`config.mk`:
```
export PLATFORM = sky130hd
export DESIGN_NAME = due_slot_scheduler_with_affinity_top
export DESIGN_NICKNAME = d
export VERILOG_FILES = /design/src/hw/rtl/dss_pkg.sv /design/src/hw/rtl/due_slot_scheduler_with_affinity_top.sv
export SDC_FILE = /design/constraint.sdc
export NUM_CORES = 2
export LEC_CHECK = 0
export BUFFER_PORTS_ARGS = -buffer_cell sky130_fd_sc_hd__clkbuf_2
export CAP_MARGIN = 20
export CORE_MARGIN = 2
export CORE_UTILIZATION = 65
export DETAILED_ROUTE_END_ITERATION = 8
export GPL_ROUTABILITY_DRIVEN = 0
export HOLD_SLACK_MARGIN = 0.05
export PLACE_DENSITY_LB_ADDON = 0.2
export SYNTH_ARGS = -nofsm -noshare
export SYNTH_HDL_FRONTEND = slang
export SYNTH_SLANG_ARGS = --single-unit
```
`constraint.sdc`:
```
create_clock -name clk -period 15.4 [get_ports clk]
set_input_delay 3.08 -clock clk [delete_from_list [all_inputs] [get_ports clk]]
set_output_delay 3.08 -clock clk [all_outputs]
set_load 0.02 [all_outputs]
```
`src/hw/rtl/dss_pkg.sv`:
```
// Shared codes for the due-slot scheduler: action and register index codes.
// No dependencies.
`default_nettype none

package dss_pkg;

    typedef logic [2:0] action_t;

    localparam action_t ACT_PICK     = 3'd0;
    localparam action_t ACT_COMPLETE = 3'd1;
    localparam action_t ACT_MARK_DUE = 3'd2;
    localparam action_t ACT_RESIZE   = 3'd3;
    localparam action_t ACT_WRITE    = 3'd4;

    typedef logic [0:0] cfg_index_t;

    localparam cfg_index_t CFG_RETRY_INTERVAL = 1'd0;
    localparam cfg_index_t CFG_FIXED_SLOTS    = 1'd1;

    localparam int unsigned TIME_W     = 32;
    localparam int unsigned INTERVAL_W = 16;
    localparam int unsigned TAG_W      = 4;

endpackage

`default_nettype wire

```
`src/hw/rtl/due_slot_scheduler_with_affinity_top.sv`:
```
// Due-slot scheduler with host affinity, top level.
// Depends on dss_pkg.
//
// Input channel in_valid/in_ready carries one command word (action, now,
// open_host, slot, success, slot_count, interval, host_tag). Output channel
// out_valid/out_ready returns exactly one result word (found, picked_slot)
// per command. cfg_we/cfg_index/cfg_data write retry_interval (index 0) and
// fixed_slots (index 1). A pick reads the due-time memory one slot per cycle
// over the active slots; mark-all-due writes the due time of each active
// slot in turn and resize those from fixed_slots up to the new count;
// completion reads the interval, then writes the due time; slot write and
// unknown actions go straight to the result stage. One command is in flight
// at a time; the next is taken the cycle after the result is loaded.
// Reset: all due times read as zero (per-slot valid bits), three active
// slots, retry_interval 60, fixed_slots 3. Interval and host tag stores are
// undefined until written. A stalled receiver holds the result word; a
// following command still runs but waits to load its result until the
// output register is free.
`default_nettype none

module due_slot_scheduler_with_affinity_top #(
    parameter int MAX_SLOTS = 32,
    parameter int HOST_TAGS = 16
) (
    input  wire logic                                 clk,
    input  wire logic                                 rst_n,
    input  wire logic                                 in_valid,
    output logic                                      in_ready,
    input  wire dss_pkg::action_t                     action,
    input  wire logic [dss_pkg::TIME_W-1:0]           now,
    input  wire logic [dss_pkg::TAG_W-1:0]            open_host,
    input  wire logic [4:0]                           slot,
    input  wire logic                                 success,
    input  wire logic [5:0]                           slot_count,
    input  wire logic [dss_pkg::INTERVAL_W-1:0]       interval,
    input  wire logic [dss_pkg::TAG_W-1:0]            host_tag,
    output logic                                      out_valid,
    input  wire logic                                 out_ready,
    output logic                                      found,
    output logic [4:0]                                picked_slot,
    input  wire logic                                 cfg_we,
    input  wire dss_pkg::cfg_index_t                  cfg_index,
    input  wire logic [15:0]                          cfg_data
);
    import dss_pkg::*;

    localparam int SW = (MAX_SLOTS > 1) ? $clog2(MAX_SLOTS) : 1;
    localparam int CW = $clog2(MAX_SLOTS + 1);
    localparam int IW = INTERVAL_W + TAG_W;
    localparam logic [CW-1:0] ACTIVE_RST = CW'((MAX_SLOTS < 3) ? MAX_SLOTS : 3);

    localparam logic [2:0] S_IDLE   = 3'd0;
    localparam logic [2:0] S_SCAN   = 3'd1;
    localparam logic [2:0] S_CPL_RD = 3'd2;
    localparam logic [2:0] S_CPL_WR = 3'd3;
    localparam logic [2:0] S_SWEEP  = 3'd4;
    localparam logic [2:0] S_DONE   = 3'd5;

    // memories
    logic [TIME_W-1:0] due_mem  [MAX_SLOTS];
    logic [IW-1:0]     info_mem [MAX_SLOTS];
    logic [TIME_W-1:0] due_rd_reg;
    logic [IW-1:0]     info_rd_reg;
    logic              due_vld_rd_reg;

    logic              due_vld_reg [MAX_SLOTS];

    // control
    logic [2:0]        state_reg, state_next;
    logic [CW-1:0]     cnt_reg, cnt_next;
    logic [CW-1:0]     end_reg, end_next;
    logic [CW-1:0]     active_reg, active_next;
    logic              pend_reg, pend_next;
    logic              aff_found_reg, aff_found_next;
    logic              old_found_reg, old_found_next;
    logic              out_valid_reg, out_valid_next;
    logic [15:0]       retry_reg;
    logic [5:0]        fixed_reg;

    // payload
    logic [SW-1:0]     pend_idx_reg, pend_idx_next;
    logic [SW-1:0]     aff_idx_reg, aff_idx_next;
    logic [SW-1:0]     old_idx_reg, old_idx_next;
    logic [TIME_W-1:0] oldest_reg, oldest_next;
    logic [TIME_W-1:0] now_reg, now_next;
    logic [TAG_W-1:0]  open_host_reg, open_host_next;
    logic              aff_en_reg, aff_en_next;
    logic              success_reg, success_next;
    logic [SW-1:0]     slot_idx_reg, slot_idx_next;
    logic              slot_ok_reg, slot_ok_next;
    logic              found_reg, found_next;
    logic [4:0]        picked_reg, picked_next;

    // memory ports
    logic [SW-1:0]     rd_addr;
    logic              due_we;
    logic [SW-1:0]     due_waddr;
    logic [TIME_W-1:0] due_wdata;
    logic              info_we;
    logic [IW-1:0]     info_wdata;

    logic              accept;
    logic [TIME_W-1:0] due_cur;
    logic              is_due;
    logic              aff_hit;
    logic              old_hit;
    logic [CW-1:0]     new_count;
    logic [TAG_W-1:0]  tag_store;
    logic              slot_in_range;

    assign accept        = in_valid && in_ready;
    assign in_ready      = (state_reg == S_IDLE);
    assign out_valid     = out_valid_reg;
    assign found         = found_reg;
    assign picked_slot   = picked_reg;

    assign due_cur       = due_vld_rd_reg ? due_rd_reg : '0;
    assign is_due        = (due_cur <= now_reg);
    assign aff_hit       = aff_en_reg && !aff_found_reg && is_due
                           && (info_rd_reg[TAG_W-1:0] == open_host_reg);
    assign old_hit       = is_due && (!old_found_reg || (due_cur < oldest_reg));
    assign new_count     = (32'(slot_count) > MAX_SLOTS) ? CW'(MAX_SLOTS) : CW'(slot_count);
    assign tag_store     = (32'(host_tag) < HOST_TAGS) ? host_tag : '0;
    assign slot_in_range = (32'(slot) < MAX_SLOTS);

    always_comb
    begin
        state_next     = state_reg;
        cnt_next       = cnt_reg;
        end_next       = end_reg;
        active_next    = active_reg;
        pend_next      = pend_reg;
        aff_found_next = aff_found_reg;
        old_found_next = old_found_reg;
        out_valid_next = out_valid_reg;
        pend_idx_next  = pend_idx_reg;
        aff_idx_next   = aff_idx_reg;
        old_idx_next   = old_idx_reg;
        oldest_next    = oldest_reg;
        now_next       = now_reg;
        open_host_next = open_host_reg;
        aff_en_next    = aff_en_reg;
        success_next   = success_reg;
        slot_idx_next  = slot_idx_reg;
        slot_ok_next   = slot_ok_reg;
        found_next     = found_reg;
        picked_next    = picked_reg;
        rd_addr        = '0;
        due_we         = 1'b0;
        due_waddr      = cnt_reg[SW-1:0];
        due_wdata      = now_reg;
        info_we        = 1'b0;
        info_wdata     = {interval, tag_store};

        if (out_valid_reg && out_ready)
        begin
            out_valid_next = 1'b0;
        end

        unique case (state_reg)
            S_IDLE:
            begin
                if (accept)
                begin
                    now_next       = now;
                    open_host_next = open_host;
                    aff_en_next    = (open_host != '0) && (32'(open_host) < HOST_TAGS);
                    success_next   = success;
                    slot_idx_next  = SW'(slot);
                    slot_ok_next   = slot_in_range;
                    aff_found_next = 1'b0;
                    old_found_next = 1'b0;
                    pend_next      = 1'b0;
                    cnt_next       = '0;
                    unique case (action)
                        ACT_PICK:
                        begin
                            end_next   = active_reg;
                            state_next = S_SCAN;
                        end
                        ACT_COMPLETE:
                        begin
                            state_next = S_CPL_RD;
                        end
                        ACT_MARK_DUE:
                        begin
                            end_next   = active_reg;
                            state_next = S_SWEEP;
                        end
                        ACT_RESIZE:
                        begin
                            active_next = new_count;
                            end_next    = new_count;
                            cnt_next    = (32'(fixed_reg) >= 32'(new_count))
                                          ? new_count : CW'(fixed_reg);
                            state_next  = S_SWEEP;
                        end
                        ACT_WRITE:
                        begin
                            info_we    = slot_in_range;
                            state_next = S_DONE;
                        end
                        default:
                        begin
                            state_next = S_DONE;
                        end
                    endcase
                end
            end
            S_SCAN:
            begin
                if (pend_reg)
                begin
                    if (aff_hit)
                    begin
                        aff_found_next = 1'b1;
                        aff_idx_next   = pend_idx_reg;
                    end
                    if (old_hit)
                    begin
                        old_found_next = 1'b1;
                        old_idx_next   = pend_idx_reg;
                        oldest_next    = due_cur;
                    end
                end
                if (cnt_reg < end_reg)
                begin
                    rd_addr       = cnt_reg[SW-1:0];
                    pend_next     = 1'b1;
                    pend_idx_next = cnt_reg[SW-1:0];
                    cnt_next      = cnt_reg + 1'b1;
                end
                else
                begin
                    // last slot is compared this cycle
                    pend_next  = 1'b0;
                    state_next = S_DONE;
                end
            end
            S_CPL_RD:
            begin
                rd_addr    = slot_idx_reg;
                state_next = S_CPL_WR;
            end
            S_CPL_WR:
            begin
                due_we     = slot_ok_reg;
                due_waddr  = slot_idx_reg;
                due_wdata  = now_reg + (success_reg
                             ? TIME_W'(info_rd_reg[IW-1:TAG_W]) : TIME_W'(retry_reg));
                state_next = S_DONE;
            end
            S_SWEEP:
            begin
                if (cnt_reg < end_reg)
                begin
                    due_we   = 1'b1;
                    cnt_next = cnt_reg + 1'b1;
                end
                else
                begin
                    state_next = S_DONE;
                end
            end
            S_DONE:
            begin
                if (!out_valid_reg || out_ready)
                begin
                    out_valid_next = 1'b1;
                    found_next     = aff_found_reg || old_found_reg;
                    priority if (aff_found_reg)
                    begin
                        picked_next = 5'(aff_idx_reg);
                    end
                    else if (old_found_reg)
                    begin
                        picked_next = 5'(old_idx_reg);
                    end
                    else
                    begin
                        picked_next = '0;
                    end
                    state_next = S_IDLE;
                end
            end
            default:
            begin
                state_next = S_IDLE;
            end
        endcase
    end

    always_ff @(posedge clk or negedge rst_n)
    begin
        if (!rst_n)
        begin
            state_reg     <= S_IDLE;
            cnt_reg       <= '0;
            end_reg       <= '0;
            active_reg    <= ACTIVE_RST;
            pend_reg      <= 1'b0;
            aff_found_reg <= 1'b0;
            old_found_reg <= 1'b0;
            out_valid_reg <= 1'b0;
            retry_reg     <= 16'd60;
            fixed_reg     <= 6'd3;
            for (int i = 0; i < MAX_SLOTS; i++)
            begin
                due_vld_reg[i] <= 1'b0;
            end
        end
        else
        begin
            state_reg     <= state_next;
            cnt_reg       <= cnt_next;
            end_reg       <= end_next;
            active_reg    <= active_next;
            pend_reg      <= pend_next;
            aff_found_reg <= aff_found_next;
            old_found_reg <= old_found_next;
            out_valid_reg <= out_valid_next;
            if (due_we)
            begin
                due_vld_reg[due_waddr] <= 1'b1;
            end
            if (cfg_we)
            begin
                unique case (cfg_index)
                    CFG_RETRY_INTERVAL: retry_reg <= cfg_data;
                    CFG_FIXED_SLOTS:    fixed_reg <= cfg_data[5:0];
                    default:            retry_reg <= retry_reg;
                endcase
            end
        end
    end

    always_ff @(posedge clk)
    begin
        pend_idx_reg  <= pend_idx_next;
        aff_idx_reg   <= aff_idx_next;
        old_idx_reg   <= old_idx_next;
        oldest_reg    <= oldest_next;
        now_reg       <= now_next;
        open_host_reg <= open_host_next;
        aff_en_reg    <= aff_en_next;
        success_reg   <= success_next;
        slot_idx_reg  <= slot_idx_next;
        slot_ok_reg   <= slot_ok_next;
        found_reg     <= found_next;
        picked_reg    <= picked_next;
    end

    // due-time store
    always_ff @(posedge clk)
    begin
        if (due_we)
        begin
            due_mem[due_waddr] <= due_wdata;
        end
        due_rd_reg     <= due_mem[rd_addr];
        due_vld_rd_reg <= due_vld_reg[rd_addr];
    end

    // interval and host tag store
    always_ff @(posedge clk)
    begin
        if (info_we)
        begin
            info_mem[SW'(slot)] <= info_wdata;
        end
        info_rd_reg <= info_mem[rd_addr];
    end

endmodule

`default_nettype wire

```
== Yosys cells after proc, flatten, opt, wreduce, memory -nomap -nowiden ==
Memory sizes are Yosys's and may differ from the RTL's. A register that Yosys moved wholly into a read port is not among the register bits.
Index checks and enable logic that the tools add are counted.
Word-level totals
  register bits after elaboration: 176
  bits in writable memories: 1664
  input port bits: 93
  output and inout bits: 8
  logic and storage cells: 168
  memories kept: 2
Cells by class
  add/sub/neg operators: 2
  $lt $le $gt $ge: 8
  equality and inequality tests: 17
  multiplexer cells: 45
  bitwise logic cells: 4
  reduce and logical (&&, ||, !) cells: 36
Memories
  due_mem: depth 32, bits a word 32, read ports 1, clocked after Yosys merged registers in 1, wr ports 1, RTL line due_slot_scheduler_with_affinity_top.sv:60  | logic [TIME_W-1:0] due_mem [MAX_SLOTS];
  info_mem: depth 32, bits a word 20, read ports 1, clocked after Yosys merged registers in 1, wr ports 1, RTL line due_slot_scheduler_with_affinity_top.sv:61  | logic [IW-1:0] info_mem [MAX_SLOTS];
Operators by type and width (number)
  2-to-1 mux 32 bit: 2
  adder 32 x 16 -> 32 bit: 1
  less-or-equal comparator 32 bit: 1
  less-than comparator 32 bit: 1
  bitwise OR 32 bit: 1
  2-to-1 mux 6 bit: 5
  one-hot mux 6 bit (2 select lines): 2
  2-to-1 mux 5 bit: 4
  2-to-1 mux 1 bit: 19
  AND reduction 3 bit: 6
  2-to-1 mux 16 bit: 1
  one-hot mux 3 bit (5 select lines): 1
  == test 3 x 2 -> 1 bit, second input constant: 4
  greater-or-equal comparator 6 bit, second input constant: 2
  NOT 5 -> 6 bit: 2
  AND reduction 2 bit: 6
  != test 2 bit, second input constant: 5
  one-hot mux 5 bit (2 select lines): 1
  == test 3 bit, second input constant: 3
  2-to-1 mux 3 bit: 3
  one-hot mux 3 bit (3 select lines): 1
  one-hot mux 1 bit (2 select lines): 4
  AND reduction 4 bit: 2
  logical AND 1 bit: 7
  17 further kinds: 28

== Depth between registers and ports, before layout ==
  depth after elaboration: 8
  gate-level depth with buffers: 13
  mapped depth without buffers: 12

== Worst setup path before layout ==
No wires, ideal clock.
  path kind: in2reg
  start point: input in_valid
  end point: memory info_mem[28][0] in the netlist's numbering, enable pin
  library setup time: 0.397 ns
  arrival: 5.547 ns
  data required time: 15.003 ns
  setup slack: 9.457 ns
  stages: 6
  path buffers: 0
  path through: nand2_1 > inv_1 > nand3_1 > nor2_1 > nand3_1 > nor2_1
On the way
  longest elaborated chain between the ends: 5
RTL lines
  from (decl): RTL line due_slot_scheduler_with_affinity_top.sv:27  | input wire logic in_valid,
  logical AND 1 bit: RTL line due_slot_scheduler_with_affinity_top.sv:111  | assign accept = in_valid && in_ready;
  2-to-1 mux 1 bit: RTL line due_slot_scheduler_with_affinity_top.sv:163  | if (accept)
  2-to-1 mux 1 bit: RTL line due_slot_scheduler_with_affinity_top.sv:160  | unique case (state_reg)
  2-to-1 mux 1 bit: RTL line due_slot_scheduler_with_affinity_top.sv:367  | if (info_we)
  2-to-1 mux 1 bit (implied by the code): RTL line due_slot_scheduler_with_affinity_top.sv:369  | info_mem[SW'(slot)] <= info_wdata;
  to (decl): RTL line due_slot_scheduler_with_affinity_top.sv:61
Every way passes these cells.

== Final worst setup path ==
  start point: register state_reg[0]
  end point: register due_rd_reg[7], read port of due_mem
On the way
  longest elaborated chain between the ends: 2
  elaborated cells on any way between the ends: 3
  those cells by class: eq/ne (2); mux (1)
RTL lines
  from (decl): RTL line due_slot_scheduler_with_affinity_top.sv:69  | logic [2:0] state_reg, state_next;
  from (signal assigned): RTL line due_slot_scheduler_with_affinity_top.sv:314  | state_reg <= state_next;
  == test 3 x 2 -> 1 bit or == test 3 x 1 -> 1 bit (tied branches): RTL line due_slot_scheduler_with_affinity_top.sv:160
  one-hot mux 5 bit (2 select lines) (*): RTL line due_slot_scheduler_with_affinity_top.sv:160
  to (decl): RTL line due_slot_scheduler_with_affinity_top.sv:62  | logic [TIME_W-1:0] due_rd_reg;
Mark *: on every way between the ends. The rest lies on a longest branch, timed or not.
A chain may end at the register's enable or synchronous reset.

==> metrics.csv <==
stage,metric,value,unit
sta,final-hold-violation-count,0,
routing,route.final.wire_length,197000,um
placed_design,place_ws,9.24,ns
sta,final_period_minus_worst_setup_slack,6.38,ns
routing,routed-via-count,39000,
grt,maximum_number_of_pins_on_one_net_before_global_route_repair,127,
grt,first_global_vias,38900,
sta,slew-limit-headroom,25.4,%
die,floorplan.initialDensity,65.5,%
cts,cts_setup_buffers,0,
cells_and_area,biggestRegsByFlops,"due_mem: 1024 flops, info_mem: 640 flops",
cts,clk-insertion-delay-late,0.80,ns
placed_design,place.port_buffers,100,
cts,cell_chosen_for_the_clock_root,clkbuf_16,
cts,cts-root-to-sink-buffers,3,
sta,setup_total_negative_slack,0,ns
critical_path,crit_path_capture_type,flop,
synth,synthesis.yosys.warnings,0,
synth,synth.mux.area_fraction,13.6,%
critical_path,r2r-end,due_rd_reg[7],
routing,avgRoutedWirePerCell,35.9,um
cells_and_area,layout.nets,4000,
power_and_ir_drop,post-layout-total-power,14000,uW
synth,postSynthNetCount,3757,
sta,layout_skew,0.0358,ns
synth,post_synth_instance_area,73600,um^2
critical_path,ff2ff_setup_slack,9.02,ns
synth,syn_area_per_cell,20.6,um^2
synth,yosys_register_bits,1892,
synth,synth_top_family_by_area,multiplexers,
cells_and_area,drive_above_1_share,28.2,%
sta,tightestPinTransition,1.12,ns
synth,async_reset_ff_share,4.18,%
grt,grtUsageTotal,34.1,%
critical_path,crit-reg2reg-launch,state_reg[0],
cells_and_area,largest_register,due_mem,
synth,synth_xor_xnor_area_share,0.416,%
critical_path,cp.arrival,7.04,ns
sta,setup_viol,0,
min_path,holdPathEnd,old_idx_reg[4],
die,fp.dieArea,116000,um^2
run_status,status,"finished, final reports clean",
critical_path,critical_path_peak_fanout,126,
die,chipHeight,341,um
synth,synth-simple-area-share,3.06,%
cts,postCtsHoldBufs,0,
critical_path,criticalPathCategory,flop to flop,
sta,rsz0062_at_grt,false,
run,number_of_max_cap_violations,0,
critical_path,worst_r2r_path_depth,10,
synth,fraction_of_the_mapped_netlist_area_in_compound_gates,3.85,%
critical_path,crit_required,16.06,ns
min_path,worstHoldPathType,flop to flop,
cells_and_area,layout.cells.non_filler,5475,
critical_path,critical_path.startpoint_type,flop,
routing,detailedRoute.firstIterationViolations,6374,
cts,h_tree_level_count,4,
min_path,whs_path_depth,0,
grt,wire_length_of_the_first_global_routing_pass,278000,um
routing,firstDrtPassIters,6,
sta,final_critical_path_setup_slack,9.02,ns
cells_and_area,largest_register_ffs,1024,
cells_and_area,layout_common_cells,"edfxtp_1 (1760), mux4_2 (422), a22oi_1 (210), clkbuf_16 (182), clkbuf_2 (99)",
grt,grt_overflow_total,0,
cts,cts_tree,built,
power_and_ir_drop,leakage_dissipation,0.0273,uW
grt,antenna_found_initial,9,
power_and_ir_drop,power.density_cell_area,168,nW/um^2
placed_design,post-dp-hpwl,107000,um
cts,post_cts.resized_instances,0,
routing,remaining_drc_errors,0,
synth,post_synth_edffs,1760,
sta,fin_worst_hold_slack,0.455,ns
synth,yosysUniqueCellTypes,68,
synth,ys_dominant_reg_cell,edfxtp_1,
min_path,worstHoldStart,pend_idx_reg[4],
die,die_x,341,um
die,std_cell_core_area,112000,um^2
placed_design,placed_cells_incl_taps,5091,
synth,adder_cell_fraction_of_synth_area,1.54,%
die,row_count,123,
sta,final_cycle_share,41.4,%
sta,slew_viol_final,0,
synth,ys_seq_area_share,75.9,%
cells_and_area,layout.cells.most_common,edfxtp_1,
cts,clkTransAtPathRegs,0.07,ns
synth,synthCells,3575,
routing,drtAntennaViolNets,0,
routing,avgViaCountPerCell,7.12,
power_and_ir_drop,peakVddDrop,0.000143,V
cells_and_area,synthToLayoutAreaGrowth,13.2,%
cts,cts_made_buffers,177,
die,boundaryPins,101,
cts,clock_sinks,1892,
sta,timing.fmax,157,MHz
-- layout make-up --
cell class              instances  area [um^2]
clock buffers                 225         4880
well taps                    1500         1880
diodes                          4         10.0
clock inverters               107         1170
repair buffers                232         2010
flip-flops and latches       1892        55900
multi-input cells            1434        17100
inverters                      81          304
fillers                      5943        29100
-- Yosys cell counts, types with 5 or more instances --
| master | count | area (um^2) |
|---|---|---|
| a22oi_1 | 210 | 1580 |
| mux2i_1 | 8 | 80.1 |
| o21ai_0 | 52 | 260 |
| edfxtp_1 | 1760 | 52900 |
| nand2_1 | 81 | 304 |
| dfrtp_1 | 71 | 1780 |
| buf_6 | 5 | 56.3 |
| dfxtp_1 | 53 | 1060 |
| a211oi_1 | 5 | 37.5 |
| nor2_1 | 117 | 439 |
| a21o_1 | 25 | 188 |
| o2111ai_1 | 5 | 43.8 |
| o21a_1 | 8 | 60.1 |
| a221oi_1 | 5 | 43.8 |
| o221ai_1 | 5 | 43.8 |
| inv_1 | 81 | 304 |
| mux4_2 | 422 | 9500 |
| mux2_2 | 38 | 428 |
| clkbuf_1 | 59 | 221 |
| or2_2 | 37 | 231 |
| a22o_1 | 7 | 61.3 |
| xnor2_1 | 27 | 236 |
| nor2b_1 | 18 | 113 |
| buf_4 | 30 | 225 |
| nand4_1 | 72 | 450 |
| a21oi_1 | 36 | 180 |
| a31oi_1 | 6 | 37.5 |
| dfstp_2 | 8 | 210 |
| nand3_1 | 23 | 115 |
| xor2_1 | 8 | 70.1 |
| ha_1 | 88 | 1100 |
| and2_1 | 34 | 213 |
| nor4_1 | 7 | 43.8 |
| nor3_1 | 15 | 75.1 |
| buf_2 | 67 | 335 |
| nand2b_1 | 15 | 93.8 |
| buf_1 | 7 | 26.3 |
-- worst max-delay path, stage by stage, from the launching register on --
cell       delay, ns
dfrtp_1         0.55
inv_1           0.22
nor3_2          0.82
o2111ai_1       0.36
nand2_4         0.66
buf_4           0.90
buf_12          0.66
buf_4           0.76
mux4_2          0.61
a22oi_1         0.26
nand4_1         0.16
-- report_power, final --
group          switching [uW]  internal [uW]  total (uW)  leakage (uW)
Combinational            1860           1350        3220       0.00708
Clock                    1910           2630        4540       0.00296
Sequential                226           6030        6260        0.0173
Total                    4000          10000       14000        0.0273
-- stage by stage --
stage | utilization, % | area, um^2
after floorplan | - | 73600
after global placement | 67.9 | 76300
after detailed placement | 68.1 | 76500
after CTS | 73.5 | 82600
after global routing | 74.1 | 83300
final | 74.1 | 83300
-- kinds of logic after synthesis --
group | count (synthesis)
compound gates | 399
xor+xnor | 35
fa+ha+maj | 90
buf+inv | 249
flops | 1892
mux | 468
simple gates | 442
-- worst max path at each step --
stage                       from               to  slack [ns]  depth (start not counted)
floorplan               in_valid  info_mem[28][0]        9.46                          6
global placement    state_reg[0]   due_rd_reg[24]        9.45                         10
detailed placement  state_reg[0]   due_rd_reg[29]        9.24                         10
CTS                 state_reg[0]   due_rd_reg[24]        9.10                         10
global route        state_reg[0]   due_rd_reg[24]        8.83                         10
finish              state_reg[0]    due_rd_reg[7]        9.02                         10
-- metal layers --
layer	vias to the layer above	global-route usage (%)	share of wire, %
met5	-	0	0.018
met4	6	13.1	4.2
met3	518	9.32	14
met2	3049	51.3	47
met1	20100	48.7	35
li1	15300	-	-
No activity file was read; power rests on OpenSTA's default activity.
